[src/sv/spq_pkg.sv]
// ----------------------------------------------------------------------------
// Stable priority task queue package
// Transaction types, status and operation codes shared by the queue modules.
// ----------------------------------------------------------------------------
package spq_pkg;

   localparam int HANDLE_W = 16;
   localparam int PRIO_W   = 8;
   localparam int STATUS_W = 2;
   localparam int OCC_W    = 5;

   // operation codes
   localparam logic FUNC_PUSH = 1'b0;
   localparam logic FUNC_POP  = 1'b1;

   // status codes
   localparam logic [STATUS_W-1:0] ST_OK    = 2'd0;
   localparam logic [STATUS_W-1:0] ST_EMPTY = 2'd1;
   localparam logic [STATUS_W-1:0] ST_FULL  = 2'd2;

   typedef struct packed {
      logic                func;
      logic [HANDLE_W-1:0] task_handle;
      logic [PRIO_W-1:0]   task_prio;
   } req_type;

   typedef struct packed {
      logic [STATUS_W-1:0] status;
      logic [HANDLE_W-1:0] head_handle;
      logic [PRIO_W-1:0]   head_prio;
      logic [OCC_W-1:0]    occupancy;
   } rsp_type;

   // contents of one queue cell
   typedef struct packed {
      logic                valid;
      logic [HANDLE_W-1:0] handle;
      logic [PRIO_W-1:0]   prio;
   } entry_type;

   // command broadcast to every cell
   typedef struct packed {
      logic                push;
      logic                pop;
      logic [HANDLE_W-1:0] handle;
      logic [PRIO_W-1:0]   prio;
   } cell_ctrl_type;

endpackage

[src/sv/spq_cell.sv]
// ----------------------------------------------------------------------------
// Stable priority task queue cell
// One slot of the sorted shift queue: holds, loads, or shifts per command.
// ----------------------------------------------------------------------------
module spq_cell (
   input  logic                   clock,
   input  logic                   reset,
   input  spq_pkg::cell_ctrl_type ctrl,
   input  spq_pkg::entry_type     left_entry,
   input  logic                   left_after,
   input  spq_pkg::entry_type     right_entry,
   output logic                   after,
   output spq_pkg::entry_type     entry
);

   spq_pkg::entry_type entry_ff;
   spq_pkg::entry_type entry_in;

   // new task belongs behind this slot (ties keep arrival order)
   assign after = entry_ff.valid && (entry_ff.prio <= ctrl.prio);

   always_comb begin
      entry_in = entry_ff;
      if (ctrl.push) begin
         if (!after) begin
            if (left_after) begin
               entry_in.valid  = 1'b1;
               entry_in.handle = ctrl.handle;
               entry_in.prio   = ctrl.prio;
            end else begin
               entry_in = left_entry;
            end
         end
      end else if (ctrl.pop) begin
         entry_in = right_entry;
      end
   end

   always_ff @(posedge clock) begin
      entry_ff.handle <= entry_in.handle;
      entry_ff.prio   <= entry_in.prio;
      if (reset) begin
         entry_ff.valid <= 1'b0;
      end else begin
         entry_ff.valid <= entry_in.valid;
      end
   end

   assign entry = entry_ff;

endmodule

[src/sv/stable_priority_task_queue_top.sv]
// ----------------------------------------------------------------------------
// Stable priority task queue
// Bounded sorted queue of task handles built as a row of shifting cells.
// ----------------------------------------------------------------------------
// Usage:
//   req_* carries one transaction: a push (handle and priority) or a pop.
//   rsp_* returns one transaction per request: status, removed handle and
//   priority on a good pop, and the occupancy after the operation.
//   Lower priority values leave first; equal priorities leave in push order.
//   A push into a full queue is refused with a full status; a pop on an empty
//   queue returns an empty status.
//   The response is registered and shows in the cycle after accept.
//   Throughput: one request per cycle while responses are taken. Every cell
//   compares its priority with the incoming one and loads, holds or shifts in
//   the same cycle, so the whole sorted row is updated together.
//   When the receiver stalls, the response register holds and req_ready
//   drops until it is taken; a request is accepted in the same cycle the
//   waiting response leaves.
//   Reset clears all valid bits and the count; the queue comes up empty and
//   needs no clearing pass.
// ----------------------------------------------------------------------------
module stable_priority_task_queue_top #(
   parameter int QUEUE_DEPTH = 16
) (
   input  logic             clock,
   input  logic             reset,
   input  logic             req_valid,
   output logic             req_ready,
   input  spq_pkg::req_type req_data,
   output logic             rsp_valid,
   input  logic             rsp_ready,
   output spq_pkg::rsp_type rsp_data
);

   localparam int CNT_W = $clog2(QUEUE_DEPTH + 1);

   spq_pkg::entry_type     ent [QUEUE_DEPTH];
   logic [QUEUE_DEPTH-1:0] after;
   logic [QUEUE_DEPTH-1:0] valid_vec;
   spq_pkg::cell_ctrl_type ctrl;

   logic             rsp_valid_ff, rsp_valid_in;
   spq_pkg::rsp_type rsp_ff, rsp_in;
   logic [CNT_W-1:0] count_ff, count_in;

   logic accept, is_pop, full, empty;

   assign req_ready = !rsp_valid_ff || rsp_ready;
   assign accept    = req_valid && req_ready;
   assign is_pop    = (req_data.func == spq_pkg::FUNC_POP);
   assign full      = ent[QUEUE_DEPTH-1].valid;
   assign empty     = !ent[0].valid;

   always_comb begin
      ctrl.push   = accept && !is_pop && !full;
      ctrl.pop    = accept && is_pop && !empty;
      ctrl.handle = req_data.task_handle;
      ctrl.prio   = req_data.task_prio;
   end

   genvar gi;
   generate
      for (gi = 0; gi < QUEUE_DEPTH; gi++) begin : g_cell
         spq_pkg::entry_type left_entry;
         spq_pkg::entry_type right_entry;
         logic               left_after;

         if (gi == 0) begin : g_first
            assign left_entry = '0;
            assign left_after = 1'b1;
         end else begin : g_mid
            assign left_entry = ent[gi-1];
            assign left_after = after[gi-1];
         end

         if (gi == QUEUE_DEPTH - 1) begin : g_last
            assign right_entry = '0;
         end else begin : g_inner
            assign right_entry = ent[gi+1];
         end

         spq_cell u_cell (
            .clock       (clock),
            .reset       (reset),
            .ctrl        (ctrl),
            .left_entry  (left_entry),
            .left_after  (left_after),
            .right_entry (right_entry),
            .after       (after[gi]),
            .entry       (ent[gi])
         );

         assign valid_vec[gi] = ent[gi].valid;
      end
   endgenerate

   always_comb begin
      count_in = count_ff;
      if (ctrl.push) begin
         count_in = count_ff + 1'b1;
      end else if (ctrl.pop) begin
         count_in = count_ff - 1'b1;
      end
   end

   always_comb begin
      rsp_in             = rsp_ff;
      rsp_valid_in       = rsp_valid_ff;
      if (rsp_valid_ff && rsp_ready) begin
         rsp_valid_in = 1'b0;
      end
      if (accept) begin
         rsp_valid_in       = 1'b1;
         rsp_in.status      = spq_pkg::ST_OK;
         rsp_in.head_handle = '0;
         rsp_in.head_prio   = '0;
         rsp_in.occupancy   = spq_pkg::OCC_W'({{spq_pkg::OCC_W{1'b0}}, count_in});
         if (is_pop) begin
            if (empty) begin
               rsp_in.status = spq_pkg::ST_EMPTY;
            end else begin
               rsp_in.head_handle = ent[0].handle;
               rsp_in.head_prio   = ent[0].prio;
            end
         end else if (full) begin
            rsp_in.status = spq_pkg::ST_FULL;
         end
      end
   end

   always_ff @(posedge clock) begin
      rsp_ff <= rsp_in;
      if (reset) begin
         rsp_valid_ff <= 1'b0;
         count_ff     <= '0;
      end else begin
         rsp_valid_ff <= rsp_valid_in;
         count_ff     <= count_in;
      end
   end

   assign rsp_valid = rsp_valid_ff;
   assign rsp_data  = rsp_ff;

   // ordering check over neighboring valid cells
   logic [QUEUE_DEPTH-2:0] order_ok;
   always_comb begin
      for (int k = 0; k < QUEUE_DEPTH - 1; k++) begin
         order_ok[k] = !ent[k+1].valid || (ent[k].prio <= ent[k+1].prio);
      end
   end

   logic [QUEUE_DEPTH:0] valid_plus;
   assign valid_plus = {1'b0, valid_vec} + {{QUEUE_DEPTH{1'b0}}, 1'b1};

   a_count_matches: assert property (@(posedge clock) disable iff (reset)
      count_ff == CNT_W'($countones(valid_vec)))
      else $error("count does not match number of valid cells");

   a_valid_prefix: assert property (@(posedge clock) disable iff (reset)
      $onehot(valid_plus))
      else $error("valid cells are not a contiguous prefix");

   a_sorted: assert property (@(posedge clock) disable iff (reset)
      &order_ok)
      else $error("queue entries out of priority order");

   a_rsp_follows: assert property (@(posedge clock) disable iff (reset)
      accept |=> rsp_valid)
      else $error("accepted request produced no response");

endmodule
[config.mk]
export PLATFORM = sky130hd
export DESIGN_NAME = stable_priority_task_queue_top
export DESIGN_NICKNAME = d
export VERILOG_FILES = /design/src/sv/spq_pkg.sv /design/src/sv/spq_cell.sv /design/src/sv/stable_priority_task_queue_top.sv
export SDC_FILE = /design/constraint.sdc
export NUM_CORES = 1
export LEC_CHECK = 0
export ABC_AREA = 1
export BUFFER_PORTS_ARGS = -buffer_cell sky130_fd_sc_hd__buf_2
export CAP_MARGIN = 25
export CORE_MARGIN = 2
export CORE_UTILIZATION = 48
export DETAILED_ROUTE_END_ITERATION = 10
export PLACE_DENSITY = 0.64
export SLEW_MARGIN = 20
export SYNTH_ARGS = -nofsm -noshare
export SYNTH_HDL_FRONTEND = slang
export SYNTH_HIERARCHICAL = 1
export SYNTH_SLANG_ARGS = --single-unit
[constraint.sdc]
create_clock -name clock -period 5.61 [get_ports clock]
set_input_delay 0.2805 -clock clock [delete_from_list [all_inputs] [get_ports clock]]
set_output_delay 0.2805 -clock clock [all_outputs]
set_load 0.005 [all_outputs]
==> impl_metrics.ini, run 1 <==
[synthesis]
syn-cell-area_mm2 = 0.0259
synth.avg_cell_area_um2 = 8.53
yosys_warnings = 6
syn_inst = 3035

[pwr]
p_leak_nw = 12.1
peakVddDrop_mv = 0.206
total_power_w = 0.00870
powerDensity_mw_per_mm2 = 307

[die]
start_util = 0.483
io_pins = 62
core_area_mm2 = 0.0536
std_cell_rows = 85
die_h_um = 236
dieWidth_um = 236
die_area_mm2 = 0.0558

[final_layout]
finalNetCount = 3239
area_growth_pct = 9.53
n_fill_cell = 4945
drive_above_1_share = 0.104
post-route-util = 0.529
finalNonFillerCells = 3819

[grt]
grt_usage = 0.242
grt_pass1_vias = 20989
gr-total-overflow = 0
grt_pass1_wl_um = 110000
antenna_found_initial = 4
grt_max_degree = 236

[timing]
setup_tns_ns = 0
worst_slew_pin_slew_ns = 0.970
finalClockSkew_ns = 0.0167
slew_headroom = 0.354
hold_viol = 0
layout_setup_ws_ns = 2.15
fin_crit_ns = 3.46
finalCritPeriodShare = 0.618
slew_violations = 0
fmax_ghz = 0.289
setup_viol = 0
rsz0062_at_grt = no

[detailed_routing]
vias = 21087
drt_pass1_iterations = 6
avgRoutedWirePerCell_um = 17.8
totalWireLength_um = 68100
drc = 0
drt_iter0_markers = 1913
vias_per_cell = 5.52
postRouteAntennaNets = 0

[cts]
cts_max_level = 2
clock_latency_ns = 0.59
clock_sinks = 437
cts_buffer_depth = 3
ctsResizeCount = 0
cts_buffers = 49
post_cts_buffers = 0
root_buffer = clkbuf_16
cts_tree = built
clk_pin_slew_ns = 0.06

[placed_design]
place.port_buffers = 61
place_worst_setup_slack_ns = 2.13
post-place-cells = 3722
place.gp.congestion = 0.826
hpwl_um = 48000

[worst_setup_path]
cp.required_ns = 5.93
criticalPathCategory = primary input to register
r2r_slack_ns = 2.16
crit_path_end_kind = register
critPathMaxFanout = 235
arrival_ns = 3.79
start_kind = primary input

[min_path]
hp-class = primary input to register

[run_status]
outcome = complete, no violations

[flow_run]
max_cap_violations = 0
state kept, by name, summed over array words and instances (netlist names):
| signal | count |
|---|---|
| count_ff | 5 |
| g_cell.u_cell/entry | 400 |
| rsp_valid | 1 |
| rsp_data | 31 |
path summary, 6_finish.rpt:
kind	startpoint	to	depth (start not counted)
hold / removal	req_data[24]	rsp_data[30]	2
setup reg to reg	rsp_valid	g_cell[8].u_cell/entry[2]	8
setup / recovery	req_valid	g_cell[8].u_cell/entry[2]	11
hold reg to reg	g_cell[15].u_cell/entry[20]	g_cell[14].u_cell/entry[20]	2
per-stage QoR:
step / hold WS [ns] / instance area, um2
floorplan: 0.350 / 26100
global placement: 0.508 / 26500
detailed placement: 0.521 / 26700
CTS: 0.0110 / 28300
global route: 0.0307 / 28400
finish: 0.0367 / 28400
area by class of cell:
| class | count | area (um2) | share of cell area |
|---|---|---|---|
| diodes | 4 | 10.0 | 0.000353 |
| clock buffers | 62 | 1310 | 0.0461 |
| clock inverters | 28 | 322 | 0.0113 |
| inverters | 277 | 1050 | 0.0371 |
| multi-input cells | 2230 | 11300 | 0.399 |
| flip-flops and latches | 437 | 12900 | 0.455 |
| well taps | 696 | 871 | 0.0307 |
| repair buffers | 85 | 577 | 0.0203 |
routing by layer:
metal / global-route usage / vias up / wire (um)
li1: - / 10277 / -
met1: 0.309 / 9959 / 28300
met2: 0.427 / 744 / 33800
met3: 0.0276 / 107 / 4200
met4: 0.0781 / 0 / 1810
met5: 0 / - / 0
critical path: stages:
cell and delay (ns):
dlygate4sd3_1 0.52, buf_2 0.11, inv_1 0.07, a21oi_4 0.10, buf_4 0.39, nand2_2 0.21
clkinv_8 0.56, buf_4 0.74, inv_2 0.38, nand2_1 0.14, o21ai_0 0.09
layout by cell type, fill, tap and decap left out, drive strengths merged, types with 20 or more instances in the layout:
cell / count
o21ai: 769
nand2: 620
nor2: 495
edfxtp: 415
inv: 276
ha: 130
buf: 83
clkbuf: 62
conb: 57
a21oi: 38
nand3: 38
dfxtp: 22
clkinv: 20
power by group:
group          leakage [nW]  internal, W  switching, W  total [W]
Combinational          7.20     0.000402      0.000897    0.00130
Sequential             4.09      0.00391      0.000165    0.00408
Clock                 0.794      0.00197       0.00135    0.00332
Total                  12.1      0.00628       0.00241    0.00870
timing repair:
item / in CTS / in global routing
hold endpoints to repair: 1 / 0
endpoints found under the setup margin: 0 / 0
hold buffers: 2 / 0
(Power assumes the default switching activity.)
==> run 2, diff against run 1 <==
PLACE_DENSITY = 0.66   (was 0.64)
clock period = 3 ns   (was 5.61 ns; I/O delays follow)
==> impl_metrics.ini, run 2 (synthesized netlist as in run 1, its figures left out) <==
[final_layout]
final_common_cell = nand2_1
antenna_cells = 0
finalNetCount = 3294
largest_reg_flops = 400
area_growth_pct = 10.5
layout_common_cells = 577 x nand2_1, 478 x nor2_1, 441 x o21ai_0
n_fill_cell = 4884
drive_above_1_share = 0.116
final_cell_area_mm2 = 0.0286

[grt]
grt_pass1_wl_um = 112000
grtUsageMet2 = 0.424
grt_use_met3 = 0.0327
grt_max_degree = 93
grt_pass1_vias = 21152
antenna_found_initial = 2
grt.busiest_layer = met2
grt_usage = 0.247
grt_use_met1 = 0.323
gr-total-overflow = 0

[worst_setup_path]
slowest_delay_ns = 0.67
cp.required_ns = 3.33
critPathMaxFanout = 92
crit_path_end_kind = register
crit_family = buffers and inverters
start_kind = register
crit_chain = nor2_1 > nand2_2 > clkinv_8 > buf_4 > inv_2 > nand2_1 > o21ai_0
criticalPathCategory = register to register
critPathSlowestCell = buf_4
arrival_ns = 3.09
cp_num_buf_inv = 3

[pwr]
peakVddDrop_mv = 0.459
p_leak_nw = 12.3
total_power_w = 0.0160
powerDensity_mw_per_mm2 = 559

[timing]
hold_viol = 0
rsz0062_at_grt = no
setup_viol = 0
fin_crit_ns = 2.76
finalCritPeriodShare = 0.920
worst_slew_pin_slew_ns = 0.950
setup_tns_ns = 0
layout_setup_ws_ns = 0.241
fmax_ghz = 0.362
slew_headroom = 0.366
finalClockSkew_ns = 0.0290
slew_violations = 0
hold_ws_ns = 0.0753

[placed_design]
hpwl_um = 50700
place_area_mm2 = 0.0270
place.port_buffers = 61
place.gp.congestion = 0.881
place_worst_setup_slack_ns = 0.309

[cts]
cts_buffer_depth = 3
cts_max_level = 2
clock_sinks = 437
clock_latency_ns = 0.60
cts_buffers = 49
root_buffer = clkbuf_16
post_cts_buffers = 0
cts_tree = built
clk_pin_slew_ns = 0.06

[die]
core_area_mm2 = 0.0536
std_cell_rows = 85
start_util = 0.483
dieWidth_um = 236
die_area_mm2 = 0.0558
die_h_um = 236
io_pins = 62

[detailed_routing]
postRouteAntennaNets = 0
avgRoutedWirePerCell_um = 18.1
vias = 21555
drt_pass1_iterations = 5
drc = 0
totalWireLength_um = 70100
vias_per_cell = 5.57
drt_iter0_markers = 2125

[min_path]
hp-class = primary input to register

[flow_run]
max_cap_violations = 0

[run_status]
outcome = complete, no violations
[run 2: routing by layer]
metal | routed length (um) | share of wire | vias up
met5 | 0 | 0 | -
met3 | 4630 | 0.066 | 129
met1 | 29400 | 0.42 | 10201
li1 | - | - | 10394
met2 | 34200 | 0.49 | 831
met4 | 1890 | 0.027 | 0
[run 2: layout make-up]
type / instances / area [um2] / area share
Sequential cell: 437 / 12900 / 0.451
Multi-Input combinational cell: 2230 / 11300 / 0.395
Clock buffer: 69 / 1380 / 0.0483
Inverter: 277 / 1050 / 0.0368
Timing Repair Buffer: 140 / 946 / 0.0330
Tap cell: 696 / 871 / 0.0304
Clock inverter: 20 / 150 / 0.00525
[run 2: final timing paths]
kind / from / to / slack, ns / cells after the start
hold reg to reg: count_ff[4] / count_ff[4] / 0.52 / 3
hold / removal: reset / count_ff[4] / 0.08 / 2
setup reg to reg: g_cell[15].u_cell/entry[24] / g_cell[5].u_cell/entry[0] / 0.24 / 7
setup / recovery: g_cell[15].u_cell/entry[24] / g_cell[5].u_cell/entry[0] / 0.24 / 7
[run 2: repair_timing]
action,in CTS,in global routing
endpoints found under the hold margin,3,0
hold buffers,3,0
resized for setup,0,0
[run 2: through the flow]
step                utilization  cells
floorplan                     -   3090
global placement          0.504   3775
detailed placement        0.504   3775
CTS                       0.533   3867
global route              0.534   3869
finish                    0.534   3869
[run 2: power breakdown]
group	switching [W]	total [W]	leakage, nW	internal, W
Clock	0.00248	0.00586	0.751	0.00337
Sequential	0.000303	0.00762	4.09	0.00732
Combinational	0.00172	0.00251	7.46	0.000790
==> run 3, diff against run 2 <==
REMOVE_ABC_BUFFERS = 1   (was unset)
==> impl_metrics.ini, run 3 (synthesized netlist as in run 1, its figures left out) <==
[run_status]
outcome = complete, no violations

[timing]
slew_violations = 0
slew_headroom = 0.425
finalCritPeriodShare = 0.937
fmax_ghz = 0.356
rsz0062_at_grt = yes
worst_slew_pin_slew_ns = 0.862
setup_tns_ns = 0
hold_viol = 0
finalClockSkew_ns = 0.0220
fin_crit_ns = 2.81
setup_viol = 0

[worst_setup_path]
r2r-start = g_cell[15].u_cell/entry[24]
critPathMaxFanout = 79
cp.required_ns = 3.34
criticalPathCategory = register to register
arrival_ns = 3.15
r2r_slack_ns = 0.19
rr_worst_depth = 8
reg2reg_to = g_cell[1].u_cell/entry[1]
crit_path_end_kind = register
start_kind = register

[grt]
grt_pass1_vias = 21781
grt_max_degree = 125
antenna_found_initial = 1
grt_pass1_wl_um = 110000
grt_usage = 0.237
gr-total-overflow = 0

[final_layout]
layout_common_cells = 577 x nand2_1, 478 x nor2_1, 441 x o21ai_0
register_area_mm2 = 0.0129
multi_input_comb_area_mm2 = 0.0113
antenna_cells = 0
finalNonFillerCells = 3841
post-route-util = 0.532
largest_reg_flops = 400
final_common_cell = nand2_1
drive_above_1_share = 0.113
finalNetCount = 3263
n_fill_cell = 4987
area_growth_pct = 10.2

[pwr]
p_leak_nw = 12.2
swShare = 0.283
powerDensity_mw_per_mm2 = 569
p_sw_w = 0.00459
seq_power_share = 0.470
p_int_w = 0.0116
clock_power_share = 0.379
peakVddDrop_mv = 0.419
combPwrFrac = 0.152

[min_path]
hold_depth = 2
hold_start = reset
hp-class = primary input to register
min_to = count_ff[4]

[detailed_routing]
drt_pass1_iterations = 7
drt_iter0_markers = 1675
vias = 21340
drc = 0
vias_per_cell = 5.56
postRouteAntennaNets = 0
totalWireLength_um = 66800
avgRoutedWirePerCell_um = 17.4

[cts]
ctsResizeCount = 0
cts_max_level = 2
cts_buffer_depth = 3
cts_tree = built
clock_latency_ns = 0.61
root_buffer = clkbuf_16
clock_sinks = 437
cts_buffers = 50
clk_pin_slew_ns = 0.06

[die]
die_h_um = 236
die_area_mm2 = 0.0558
core_area_mm2 = 0.0536
io_pins = 62
start_util = 0.483
dieWidth_um = 236
std_cell_rows = 85

[placed_design]
hpwl_um = 47400
post-place-cells = 3745
place.gp.congestion = 0.868
place.port_buffers = 61

[flow_run]
max_cap_violations = 0
[run 3: changes by cell type in the layout (fill, tap and decap cells not counted), sizes merged]
cell	before	now
clkbuf	69	70
buf	137	105
clkinvlp	1	2
bufinv	2	4
[run 3: area by class of cell]
type                    count  share of cell area
multi-input cells        2230               0.397
clock inverters            23             0.00917
well taps                 696              0.0305
inverters                 277              0.0369
flip-flops and latches    437               0.452
repair buffers            108              0.0260
clock buffers              70              0.0479
[run 3: worst max-delay path by stage]
| stage | from | endpoint | cells past startpoint |
|---|---|---|---|
| 2_1_floorplan | rsp_valid | g_cell[0].u_cell/entry[0] | 5 |
| 3_3_place_gp | req_data[3] | g_cell[2].u_cell/entry[14] | 12 |
| 3_5_place_dp | req_data[3] | g_cell[8].u_cell/entry[14] | 12 |
| 4_1_cts | rsp_valid | g_cell[1].u_cell/entry[1] | 8 |
| 5_1_grt | g_cell[15].u_cell/entry[24] | g_cell[1].u_cell/entry[1] | 8 |
| 6_report | g_cell[15].u_cell/entry[24] | g_cell[1].u_cell/entry[1] | 8 |
[run 3: routing by layer]
layer / vias to the layer above / global-route usage / wire length (um)
li1: 10307 / - / -
met1: 10330 / 0.322 / 30400
met2: 614 / 0.401 / 31900
met4: 2 / 0.0618 / 1190
met3: 87 / 0.0304 / 3320
met5: - / 0 / 9
[run 3: timing repair]
action / CTS / global route
buffers inserted: 0 / 0
endpoints found under the setup margin: 0 / 7
hold buffers: 3 / 0
endpoints found under the hold margin: 3 / 0
[run 3: power by group through the flow]
| stage | registers (W) | logic, W | clock network (W) |
|---|---|---|---|
| final | 0.00762 | 0.00246 | 0.00614 |
| after global routing | 0.00767 | 0.00279 | 0.00650 |
| after floorplan | 0.00761 | 0.00167 | 0 |
| after CTS | 0.00763 | 0.00244 | 0.00627 |
| after global placement | 0.00774 | 0.00231 | 0 |
| after detailed placement | 0.00775 | 0.00242 | 0 |
[run 3: metrics by stage]
stage	area (um2)	power, W	hold WS, ns	setup slack [ns]
3_5_place_dp	26900	0.0102	0.504	0.0948
6_report	28500	0.0162	0.0211	0.190
4_1_cts	28500	0.0163	0.0181	0.225
3_3_place_gp	26900	0.0100	0.476	0.207
2_1_floorplan	25300	0.00928	0.219	-2.22
5_1_grt	28500	0.0170	0.0523	-0.0389
[run 3: worst max-delay path, cell delays in order, from the launching register on]
cell,delay [ns]
dfxtp_1,0.31
nor2_1,0.20
nand2_2,0.16
clkinv_8,0.25
buf_12,0.33
buf_4,0.45
inv_1,0.48
nand2_1,0.16
o21ai_0,0.11
